==> src/rtl/core/trsa_pkg.sv <==
// Shared types and constants for the transient resource slot allocator.
// Used by the top level, the slot RAM users and the port checker; depends on nothing.
`default_nettype none

package trsa_pkg;

  // Pool sizes and pass range
  localparam int TEX_SLOTS  = 32;
  localparam int BUF_SLOTS  = 32;
  localparam int MAX_PASSES = 256;

  localparam int TEX_AW = (TEX_SLOTS > 1) ? $clog2(TEX_SLOTS) : 1;
  localparam int BUF_AW = (BUF_SLOTS > 1) ? $clog2(BUF_SLOTS) : 1;
  localparam int IDX_W  = (TEX_AW > BUF_AW) ? TEX_AW : BUF_AW;
  localparam int CNT_W  = IDX_W + 1;
  localparam int PASS_W = (MAX_PASSES > 1) ? $clog2(MAX_PASSES) : 1;

  // Operation codes
  localparam logic [2:0] OP_BEGIN_FRAME = 3'd0;
  localparam logic [2:0] OP_TEX_REQ     = 3'd1;
  localparam logic [2:0] OP_BUF_REQ     = 3'd2;
  localparam logic [2:0] OP_DROP_TEX    = 3'd3;
  localparam logic [2:0] OP_DROP_BUF    = 3'd4;

  typedef logic [IDX_W-1:0]  idx_t;
  typedef logic [CNT_W-1:0]  cnt_t;
  typedef logic [PASS_W-1:0] pass_t;
  typedef logic [4:0]        slot_num_t;

  typedef struct packed {
    logic [2:0]  operation;
    logic [4:0]  pixel_format;
    logic [14:0] tex_width;
    logic [14:0] tex_height;
    logic [3:0]  mip_count;
    logic [7:0]  usage_mask;
    logic [31:0] buffer_bytes;
    logic        host_visible;
    logic [7:0]  first_use;
    logic [7:0]  last_use;
  } req_t;

  typedef struct packed {
    slot_num_t slot_number;
    logic      fresh_slot;
    logic      pool_full;
  } rsp_t;

  typedef struct packed {
    logic [4:0]  fmt;
    logic [14:0] w;
    logic [14:0] h;
    logic [3:0]  mips;
    logic [7:0]  usage;
  } tex_desc_t;

  typedef struct packed {
    logic [31:0] bytes;
    logic        vis;
    logic [7:0]  usage;
  } buf_desc_t;

  // Saturate a pass position to the last legal pass.
  function automatic pass_t clamp_pass(input logic [7:0] v);
    if (32'(v) > MAX_PASSES - 1) begin
      return pass_t'(MAX_PASSES - 1);
    end
    return pass_t'(v);
  endfunction

endpackage

`default_nettype wire

==> src/rtl/core/trsa_ram.sv <==
// Generic single-write, single-read RAM with registered read data.
// Stand-alone; holds the slot descriptors of the allocator.
`default_nettype none

module trsa_ram #(
  parameter int WIDTH = 8,
  parameter int DEPTH = 32
) (
  input  wire logic                                    clk,
  input  wire logic                                    wr_en,
  input  wire logic [((DEPTH > 1) ? $clog2(DEPTH) : 1)-1:0] wr_addr,
  input  wire logic [WIDTH-1:0]                        wr_data,
  input  wire logic [((DEPTH > 1) ? $clog2(DEPTH) : 1)-1:0] rd_addr,
  output logic      [WIDTH-1:0]                        rd_data
);

  logic [WIDTH-1:0] mem_r [DEPTH];
  logic [WIDTH-1:0] rd_data_r;

  always_ff @(posedge clk) begin
    if (wr_en) begin
      mem_r[wr_addr] <= wr_data;
    end
    rd_data_r <= mem_r[rd_addr];
  end

  assign rd_data = rd_data_r;

endmodule

`default_nettype wire

==> src/rtl/core/transient_resource_slot_allocator.sv <==
// Transient resource slot allocator, top level.
// Depends on trsa_pkg and two trsa_ram instances (texture and buffer descriptors).
`default_nettype none

// Greedy interval coloring of transient textures and buffers onto two persistent
// slot pools. A request scans its pool from slot 0 and takes the first slot whose
// descriptor is compatible and whose last use lies before the request's first use;
// otherwise it appends a slot, or reports pool_full when the pool is at capacity.
// Timing: a texture or buffer request scans N slots, one per cycle through the shared
// compare unit fed by the descriptor RAM's registered read port. N is the taken slot
// plus one on reuse, the fill count on an append or a full pool, and 1 when the pool
// is empty. The result goes from the scan state through the done state into the
// output register, and the next input is taken once the block is back in idle.
// Begin-frame, drop and unused operation codes skip the scan and go straight to the
// done state. The input is stalled while an item is in flight; a finished result
// waits in the output register, so the next item can be taken while it is still
// stalled downstream. A second finished item waits in the done state for as long as
// that register stays stalled.
// No clearing pass is needed after reset: per-slot free marks are flip-flops and
// descriptors past the fill count never take part in a match.

module transient_resource_slot_allocator (
  input  wire logic          clk,
  input  wire logic          rst_n,
  input  wire logic          in_valid,
  output logic               in_stall,
  input  wire trsa_pkg::req_t in_data,
  output logic               out_valid,
  input  wire logic          out_stall,
  output trsa_pkg::rsp_t     out_data
);

  typedef enum logic [2:0] {
    ST_IDLE = 3'b001,
    ST_SCAN = 3'b010,
    ST_DONE = 3'b100
  } state_t;

  state_t state_r, state_nxt;

  trsa_pkg::req_t req_r, req_nxt;            // captured request
  trsa_pkg::idx_t idx_r, idx_nxt;            // scan position
  trsa_pkg::cnt_t tex_cnt_r, tex_cnt_nxt;    // slots in use per pool
  trsa_pkg::cnt_t buf_cnt_r, buf_cnt_nxt;
  logic [trsa_pkg::TEX_SLOTS-1:0] tex_vld_r, tex_vld_nxt;  // 0: free since frame start
  logic [trsa_pkg::BUF_SLOTS-1:0] buf_vld_r, buf_vld_nxt;
  trsa_pkg::pass_t tex_pass_r [trsa_pkg::TEX_SLOTS];       // last use per slot
  trsa_pkg::pass_t buf_pass_r [trsa_pkg::BUF_SLOTS];
  trsa_pkg::rsp_t res_r, res_nxt;
  logic           out_valid_r, out_valid_nxt;
  trsa_pkg::rsp_t out_data_r, out_data_nxt;

  // descriptor RAM ports
  trsa_pkg::idx_t      scan_addr;
  trsa_pkg::idx_t      wr_addr;
  logic                tex_we, buf_we;
  trsa_pkg::tex_desc_t tex_rd_data, tex_wr_data;
  trsa_pkg::buf_desc_t buf_rd_data, buf_wr_data;

  // pass table write
  logic            tex_pass_we, buf_pass_we;
  trsa_pkg::idx_t  pass_wr_idx;

  // shared compare unit
  logic            is_tex;
  trsa_pkg::pass_t first_pass, last_pass;
  logic            tex_match, buf_match, tex_free, buf_free, cur_match;
  trsa_pkg::cnt_t  cur_cnt, cur_cap, idx_ext;
  logic            in_range, hit, last_slot;

  trsa_ram #(
    .WIDTH ($bits(trsa_pkg::tex_desc_t)),
    .DEPTH (trsa_pkg::TEX_SLOTS)
  ) u_tex_ram (
    .clk     (clk),
    .wr_en   (tex_we),
    .wr_addr (wr_addr[trsa_pkg::TEX_AW-1:0]),
    .wr_data (tex_wr_data),
    .rd_addr (scan_addr[trsa_pkg::TEX_AW-1:0]),
    .rd_data (tex_rd_data)
  );

  trsa_ram #(
    .WIDTH ($bits(trsa_pkg::buf_desc_t)),
    .DEPTH (trsa_pkg::BUF_SLOTS)
  ) u_buf_ram (
    .clk     (clk),
    .wr_en   (buf_we),
    .wr_addr (wr_addr[trsa_pkg::BUF_AW-1:0]),
    .wr_data (buf_wr_data),
    .rd_addr (scan_addr[trsa_pkg::BUF_AW-1:0]),
    .rd_data (buf_rd_data)
  );

  // Compare the slot at idx_r (its descriptor arrives from the RAM this cycle).
  always_comb begin
    is_tex     = (req_r.operation == trsa_pkg::OP_TEX_REQ);
    first_pass = trsa_pkg::clamp_pass(req_r.first_use);
    last_pass  = trsa_pkg::clamp_pass(req_r.last_use);

    tex_match = (tex_rd_data.fmt == req_r.pixel_format) &&
                (tex_rd_data.w == req_r.tex_width) &&
                (tex_rd_data.h == req_r.tex_height) &&
                (tex_rd_data.mips == req_r.mip_count) &&
                ((tex_rd_data.usage & req_r.usage_mask) == req_r.usage_mask);
    buf_match = (buf_rd_data.bytes >= req_r.buffer_bytes) &&
                (buf_rd_data.vis == req_r.host_visible) &&
                ((buf_rd_data.usage & req_r.usage_mask) == req_r.usage_mask);

    // a cleared mark stands for last use -1, free for any first use
    tex_free = !tex_vld_r[idx_r[trsa_pkg::TEX_AW-1:0]] ||
               (tex_pass_r[idx_r[trsa_pkg::TEX_AW-1:0]] < first_pass);
    buf_free = !buf_vld_r[idx_r[trsa_pkg::BUF_AW-1:0]] ||
               (buf_pass_r[idx_r[trsa_pkg::BUF_AW-1:0]] < first_pass);

    cur_match = is_tex ? (tex_match && tex_free) : (buf_match && buf_free);
    cur_cnt   = is_tex ? tex_cnt_r : buf_cnt_r;
    cur_cap   = is_tex ? trsa_pkg::cnt_t'(trsa_pkg::TEX_SLOTS)
                       : trsa_pkg::cnt_t'(trsa_pkg::BUF_SLOTS);
    idx_ext   = trsa_pkg::cnt_t'(idx_r);
    in_range  = idx_ext < cur_cnt;
    hit       = in_range && cur_match;
    last_slot = (idx_ext + trsa_pkg::cnt_t'(1)) >= cur_cnt;

    tex_wr_data = '{fmt: req_r.pixel_format, w: req_r.tex_width, h: req_r.tex_height,
                    mips: req_r.mip_count, usage: req_r.usage_mask};
    buf_wr_data = '{bytes: req_r.buffer_bytes, vis: req_r.host_visible,
                    usage: req_r.usage_mask};
  end

  // Sequencer
  always_comb begin
    state_nxt     = state_r;
    req_nxt       = req_r;
    idx_nxt       = idx_r;
    tex_cnt_nxt   = tex_cnt_r;
    buf_cnt_nxt   = buf_cnt_r;
    tex_vld_nxt   = tex_vld_r;
    buf_vld_nxt   = buf_vld_r;
    res_nxt       = res_r;
    out_valid_nxt = out_valid_r;
    out_data_nxt  = out_data_r;
    scan_addr     = idx_r;
    wr_addr       = trsa_pkg::idx_t'(cur_cnt);
    tex_we        = 1'b0;
    buf_we        = 1'b0;
    tex_pass_we   = 1'b0;
    buf_pass_we   = 1'b0;
    pass_wr_idx   = idx_r;

    if (out_valid_r && !out_stall) begin
      out_valid_nxt = 1'b0;
    end

    case (state_r)
      ST_IDLE: begin
        scan_addr = '0;
        if (in_valid) begin
          req_nxt = in_data;
          idx_nxt = '0;
          res_nxt = '0;
          if (in_data.operation inside {trsa_pkg::OP_TEX_REQ, trsa_pkg::OP_BUF_REQ}) begin
            state_nxt = ST_SCAN;
          end else begin
            state_nxt = ST_DONE;
            case (in_data.operation)
              trsa_pkg::OP_BEGIN_FRAME: begin
                tex_vld_nxt = '0;
                buf_vld_nxt = '0;
              end
              trsa_pkg::OP_DROP_TEX: begin
                tex_vld_nxt = '0;
                tex_cnt_nxt = '0;
              end
              trsa_pkg::OP_DROP_BUF: begin
                buf_vld_nxt = '0;
                buf_cnt_nxt = '0;
              end
              default: begin
                // unused codes: no state change, zero result
              end
            endcase
          end
        end
      end

      ST_SCAN: begin
        if (hit) begin
          // reuse: slot now busy until this request's last use
          tex_pass_we = is_tex;
          buf_pass_we = !is_tex;
          pass_wr_idx = idx_r;
          if (is_tex) begin
            tex_vld_nxt[idx_r[trsa_pkg::TEX_AW-1:0]] = 1'b1;
          end else begin
            buf_vld_nxt[idx_r[trsa_pkg::BUF_AW-1:0]] = 1'b1;
          end
          res_nxt.slot_number = trsa_pkg::slot_num_t'(idx_r);
          state_nxt           = ST_DONE;
        end else if (last_slot) begin
          if (cur_cnt < cur_cap) begin
            // append at the fill count
            pass_wr_idx = trsa_pkg::idx_t'(cur_cnt);
            if (is_tex) begin
              tex_we      = 1'b1;
              tex_pass_we = 1'b1;
              tex_vld_nxt[cur_cnt[trsa_pkg::TEX_AW-1:0]] = 1'b1;
              tex_cnt_nxt = tex_cnt_r + trsa_pkg::cnt_t'(1);
            end else begin
              buf_we      = 1'b1;
              buf_pass_we = 1'b1;
              buf_vld_nxt[cur_cnt[trsa_pkg::BUF_AW-1:0]] = 1'b1;
              buf_cnt_nxt = buf_cnt_r + trsa_pkg::cnt_t'(1);
            end
            res_nxt.slot_number = trsa_pkg::slot_num_t'(cur_cnt);
            res_nxt.fresh_slot  = 1'b1;
          end else begin
            res_nxt.pool_full = 1'b1;
          end
          state_nxt = ST_DONE;
        end else begin
          idx_nxt   = idx_r + trsa_pkg::idx_t'(1);
          scan_addr = idx_r + trsa_pkg::idx_t'(1);
        end
      end

      ST_DONE: begin
        if (!out_valid_r || !out_stall) begin
          out_valid_nxt = 1'b1;
          out_data_nxt  = res_r;
          state_nxt     = ST_IDLE;
        end
      end

      default: begin
        state_nxt = ST_IDLE;
      end
    endcase
  end

  // Control state
  always_ff @(posedge clk) begin
    if (!rst_n) begin
      state_r     <= ST_IDLE;
      tex_cnt_r   <= '0;
      buf_cnt_r   <= '0;
      tex_vld_r   <= '0;
      buf_vld_r   <= '0;
      out_valid_r <= 1'b0;
    end else begin
      state_r     <= state_nxt;
      tex_cnt_r   <= tex_cnt_nxt;
      buf_cnt_r   <= buf_cnt_nxt;
      tex_vld_r   <= tex_vld_nxt;
      buf_vld_r   <= buf_vld_nxt;
      out_valid_r <= out_valid_nxt;
    end
  end

  // Payload
  always_ff @(posedge clk) begin
    req_r      <= req_nxt;
    idx_r      <= idx_nxt;
    res_r      <= res_nxt;
    out_data_r <= out_data_nxt;
    if (tex_pass_we) begin
      tex_pass_r[pass_wr_idx[trsa_pkg::TEX_AW-1:0]] <= last_pass;
    end
    if (buf_pass_we) begin
      buf_pass_r[pass_wr_idx[trsa_pkg::BUF_AW-1:0]] <= last_pass;
    end
  end

  assign in_stall  = (state_r != ST_IDLE);
  assign out_valid = out_valid_r;
  assign out_data  = out_data_r;

endmodule

`default_nettype wire

==> config.mk <==
export PLATFORM = sky130hd
export DESIGN_NAME = transient_resource_slot_allocator
export DESIGN_NICKNAME = d
export VERILOG_FILES = /design/src/rtl/core/trsa_pkg.sv /design/src/rtl/core/trsa_ram.sv /design/src/rtl/core/transient_resource_slot_allocator.sv
export SDC_FILE = /design/constraint.sdc
export NUM_CORES = 2
export LEC_CHECK = 0
export BUFFER_PORTS_ARGS = -buffer_cell sky130_fd_sc_hd__clkbuf_2
export CORE_MARGIN = 2
export CORE_UTILIZATION = 34
export DETAILED_ROUTE_END_ITERATION = 10
export PLACE_DENSITY = 0.57
export SYNTH_ARGS = -nofsm -noshare
export SYNTH_HDL_FRONTEND = slang
export SYNTH_SLANG_ARGS = --single-unit
==> constraint.sdc <==
create_clock -name clk -period 11.3 [get_ports clk]
set_clock_uncertainty 0.05 [all_clocks]
set_input_delay 0 -clock clk [delete_from_list [all_inputs] [get_ports clk]]
set_output_delay 0 -clock clk [all_outputs]
set_load 0.03 [all_outputs]
; ---- Word level (Yosys, flattened, before mapping)
; Memory sizes are Yosys's and may differ from the RTL's. A register that Yosys moved wholly into a read port is not among the register bits.
; Cells that the tools add are included.
[word_totals]
wordCells = 211
inputBits = 103
out_inout_bits = 9
ff_bits = 198
n_memories = 4
ram_bits = 3328
[mem_list]
columns = name, words, word_bits, read_ports, rd_ports_with_merged_regs, wr, line
row1 = u_tex_ram.mem_r, 32, 47, 1, 1, 1, trsa_ram.sv:17  ; logic [WIDTH-1:0] mem_r [DEPTH];
row2 = u_buf_ram.mem_r, 32, 41, 1, 1, 1, trsa_ram.sv:17
row3 = buf_pass_r, 32, 8, 1, 1, 1, transient_resource_slot_allocator.sv:48  ; trsa_pkg::pass_t buf_pass_r [trsa_pkg::BUF_SLOTS];
row4 = tex_pass_r, 32, 8, 1, 1, 1, transient_resource_slot_allocator.sv:47  ; trsa_pkg::pass_t tex_pass_r [trsa_pkg::TEX_SLOTS];
[op_classes]
order_cmp = 10
bitwise_logic = 6
n_mux = 93
reduce_logical = 36
eq_ne = 35
add_sub_neg = 4
[op_table]
columns = operator, count
row1 = two-way mux 32 bit, 16
row2 = OR 32 bit, 4
row3 = one-hot mux 32 bit (2 select lines), 2
row4 = two-way mux 6 bit, 16
row5 = two-way mux 5 bit, 10
row6 = >= comparator 32 bit, 1
row7 = AND reduction 8 bit, 4
row8 = two-way mux 1 bit, 31
row9 = equality test 15 bit, 2
row10 = one-hot mux 6 bit (2 select lines), 2
row11 = != test 2 bit (second input constant), 11
row12 = one-hot mux 5 bit (2 select lines), 2
row13 = bitwise AND 8 bit, 2
row14 = equality test 8 bit, 2
row15 = less-than comparator 8 bit, 2
row16 = two-way mux 3 bit, 5
row17 = two-way mux 7 bit, 2
row18 = one-hot mux 7 bit (2 select lines), 1
row19 = adder 6 x 1 -> 6 bit (second input constant), 2
row20 = logical AND 1 bit, 12
row21 = less-than comparator 5 x 6 -> 1 bit (second input constant), 2
row22 = != test 3 bit (second input constant), 4
row23 = binary-select mux 1 bit (select 5 bit), 2
row24 = demux 1 bit (select 5 bit), 2
row25 = 26 further kinds, 45

; ---- Depth between registers and ports, before layout
[logic_depth]
word_depth = 12
ltp_mapped = 25
depth_no_buf = 18

; ---- Modules after synthesis
; From an unflattened synthesis, not the netlist that was laid out.
[unflattened]
hier_cells = 8010
area_unflattened_um2 = 141562.0
[by_module_without_submodules]
columns = module, seq_area_each_um2, area_per_inst_um2, cells_per_inst, instances
row1 = trsa_ram (u_tex_ram), 46104.2, 59467.0, 3296, 1
row2 = trsa_ram (u_buf_ram), 40218.6, 51798.4, 2883, 1
row3 = transient_resource_slot_allocator, 20619.8, 30296.6, 1831, 1

; ---- Least setup slack after synthesis
; OpenSTA, ideal clock, no wires.
[synth_path]
kind = register to register
startpoint = register with a tool-made name
endpoint = memory u_tex_ram.mem_r[24][0] in the netlist's numbering (enable)
t_required_ps = 10741
arrival_ps = 8207
synth_period_minus_slack_ps = 8767
path_slack_ps = 2533
n_path_buf = 6
setup_ps = 509
stages_incl_launch_ff = 20
path_cell_list = dfxtp_1 buf_1 clkbuf_1 buf_1 mux4_2 mux4_2 nand2_1 nand2_1 ha_1 nand4_1 o211ai_1 or4_1 o211ai_2 nor3b_2 o21ai_1 clkbuf_1 nand2_1 clkbuf_1 buf_1 nor3_1
[synth_rtl]
columns = element, line
row1 = end: declaration, trsa_ram.sv:17

==> flow_metrics.tcl <==
set metrics [dict create \
    post-route-period-util_pct 74.86 \
    synth.avg_cell_area_um2 15.13 \
    synthArstFlopShare_pct 0 \
    worst_slew_pin_slew_ns 1.324 \
    drv_slew 0 \
    cts_tree "built" \
    root_buffer "clkbuf_16" \
    initial_core_util_pct 34.08 \
    leakagePower_nw 53.41 \
    ys_seq_area_share_pct 76.07 \
    status "finished, final reports clean" \
    syn_nets 9459 \
    path_class "flip-flop to flip-flop" \
    overflow 0 \
    ys_seq_elements 3619 \
    grt.total_usage_pct 19.70 \
    io_buffers 111 \
    path_max_fanout 88 \
    ant_nets 0 \
    min-delay-start "rst_n" \
    vias 85390 \
    mostFrequentLayoutCells "edfxtp_1, nand2_1, a21oi_1, nand3_1, mux2i_1" \
    setup_viol 0 \
    postLayoutSetupSlackWorst_ns 2.841 \
    drive_above_1_share_pct 12.31 \
    area_growth_pct 15.82 \
    ys.warnings.count 0 \
    grt_max_degree 178 \
    period_minus_slack_ns 8.459 \
    drv_cap 0 \
    grt_pass1_wl_mm 600.6 \
    hold_end "buf_cnt_r[0]$_SDFFE_PN0P_" \
    post-route-drc-count 0 \
    rsz0062_at_grt "false" \
    reg2regPathDepth 23 \
    viasPerCell 5.511 \
    final_common_cell "edfxtp_1" \
    first_pass_iters 6 \
    powerDensity_nw_per_um2 184.6 \
    wl_per_cell_um 27.44 \
    fillCellCount 37540 \
    hold_viol 0 \
    antenna_found_initial 16 \
    core_area_um2 412500 \
    placed_cells 14580 \
    start_kind "flip-flop" \
    ctsLongestPathBuffers 4 \
    cp.arrival_ns 9.27 \
    numCtsBuffers 377 \
    synthTopCellsByArea "edfxtp_1, nand2_1, mux2i_1, a21oi_1, mux4_2" \
    ys.flop_type "edfxtp_1" \
    peakVddDrop_mv 0.1285 \
    finalNetCount 9856 \
    cts.repair.resized 0 \
    die_area_um2 418600 \
    hold_class "primary input to flip-flop" \
    htree_levels 5 \
    core.rowCount 236 \
    synth_top_area_cell "edfxtp_1" \
    synth_edf_count 3446 \
    synth_top_area_share_pct 73.61 \
    synthCells 9293 \
    cts.sinks 3619 \
    place_area_um2 148400 \
    pin_count 112 \
    final_cell_area_um2 162800 \
    crit_required_ns 12.11 \
    hold_depth 3 \
    die_w_um 647.0 \
    slew_headroom_pct 11.72 \
    reg2reg_to "u_tex_ram.rd_data[13]$_DFF_P_" \
    cp-end-kind "flip-flop" \
    finalSetupTns_ns 0 \
    synth.distinct_cells 72 \
    drt-total-wl_mm 425.1 \
    fp.dieH_um 647.0 \
    syn_area_um2 140600 \
    clkLatencyLatePin_ns 1.01 \
    clk_pin_slew_ns 0.06 \
    reg2reg_slack_ns 2.84 \
    final_cells 15500 \
    place_hpwl_mm 226.1 \
    fmax_mhz 118.2 \
    gp_congestion 0.8181 \
    first_global_vias 81630 \
    dp_slack_ns 2.879 \
    dr.first_iter.drc_count 10170 \
    power_mw 30.06 \
]
## cell families after synthesis
logic type / synth area share (%)
AOI/OAI and AO/OA: 6.898
xor gates and xnor gates: 0.3364
buffers and inverters: 1.975
adders and majority gates: 0.5607
muxes: 5.613
and+or+nand+nor: 8.544
DFF: 76.07
## metal layers
metal	GRT usage, %	wire [um]	up-vias
met2	31.87	199700	4138
li1	-	-	36350
met3	2.681	34710	710
met4	6.102	13500	8
met1	27.52	177200	44190
met5	0	51	-
## worst max-delay path, cell delays in order, from the launching register on
cell and delay (ns):
dfxtp_4 0.83, buf_12 0.36, buf_4 0.42, mux4_2 0.56, mux4_2 0.49, nand2_1 0.11, nand2_1 0.08, ha_1 0.29
nand3_1 0.09, o221ai_1 0.13, a221oi_1 0.43, nand2_1 0.23, o22a_1 0.29, a211oi_1 0.28, a211oi_2 0.06, buf_4 0.21
mux2_8 0.62, buf_4 0.61, buf_4 0.84, mux2i_1 0.28, a22o_1 0.16, o22ai_1 0.08, a221oi_1 0.32, nand4_1 0.12
## power breakdown
| part | leakage, nW | total, mW | internal, mW | switching (mW) |
|---|---|---|---|---|
| combinational | 14.9 | 2.54 | 0.801 | 1.74 |
| clock | 6.04 | 12.4 | 7.12 | 5.32 |
| sequential | 32.5 | 15.1 | 14.9 | 0.171 |
| total | 53.4 | 30.1 | 22.8 | 7.23 |
## area by class of cell
| type | instances | area, um2 | share of cell area, % |
|---|---|---|---|
| inverters | 63 | 244.0 | 0.1499 |
| repair buffers | 590 | 4990 | 3.065 |
| well taps | 5474 | 6849 | 4.207 |
| clock buffers | 500 | 10260 | 6.305 |
| flip-flops and latches | 3619 | 107000 | 65.69 |
| clock inverters | 205 | 2131 | 1.309 |
| diodes | 5 | 12.51 | 0.007685 |
| multi-input cells | 5039 | 31380 | 19.27 |
## sequential cells by signal, indices dropped and copies added, names as in the netlist, named ones only
name               flops
u_buf_ram.mem_r     1312
buf_pass_r           256
out_valid              1
u_tex_ram.rd_data     47
u_buf_ram.rd_data     41
buf_wr_data           41
out_data               7
tex_cnt_r              6
u_tex_ram.mem_r     1504
state_r                3
res_r                  7
first_pass             8
idx_r                  5
tex_vld_r             32
buf_vld_r             32
last_pass              8
buf_cnt_r              6
req_r                 42
tex_pass_r           256
## timing repair
action / CTS / global route
hold buffers: 205 / 0
setup buffers: 0 / 0
hold endpoints to repair: 250 / 0
## metrics by stage
stage | util [%] | hold slack, ns
2_1_floorplan | - | 0.04887
3_3_place_gp | 35.96 | 0.1289
3_5_place_dp | 35.96 | 0.1286
4_1_cts | 39.47 | 0.01484
5_1_grt | 39.47 | 0.08203
6_report | 39.47 | 0.08556
## worst max-delay path by stage
| stage | endpoint | slack (ns) | cells past startpoint | from |
|---|---|---|---|---|
| finish | u_tex_ram.rd_data[13]$_DFF_P_ | 2.84 | 23 | flip-flop |
| global route | u_tex_ram.rd_data[18]$_DFF_P_ | 2.26 | 23 | flip-flop |
| CTS | u_buf_ram.rd_data[37]$_DFF_P_ | 2.84 | 23 | flip-flop |
| detailed placement | u_tex_ram.rd_data[13]$_DFF_P_ | 2.88 | 23 | flip-flop |
| global placement | u_buf_ram.rd_data[37]$_DFF_P_ | 2.90 | 23 | flip-flop |
| floorplan | u_tex_ram.mem_r[24][0]$_DFFE_PP_ | 2.53 | 19 | flip-flop |
## cell usage after synthesis (5+ instances only)
master / instances
edfxtp_1: 3446
nand2_1: 1717
a21oi_1: 751
nand3_1: 453
mux2i_1: 390
clkbuf_1: 254
buf_2: 245
nor2_1: 192
a22oi_1: 184
dfxtp_1: 173
mux4_2: 157
and3_1: 142
o22ai_1: 98
a211oi_1: 97
nand4_1: 97
a31oi_1: 90
nor3_1: 76
ha_1: 63
a21boi_0: 60
inv_1: 60
a21o_1: 59
nor4_1: 56
buf_1: 55
xnor2_1: 46
a221oi_1: 43
mux2_2: 38
o32ai_1: 36
a32oi_1: 29
o21ai_0: 28
o31ai_1: 23
a22o_1: 17
nor2b_1: 14
buf_4: 13
nand2b_1: 11
xor2_1: 8
nor2_2: 6
buf_6: 5
(Power assumes the default switching activity.)
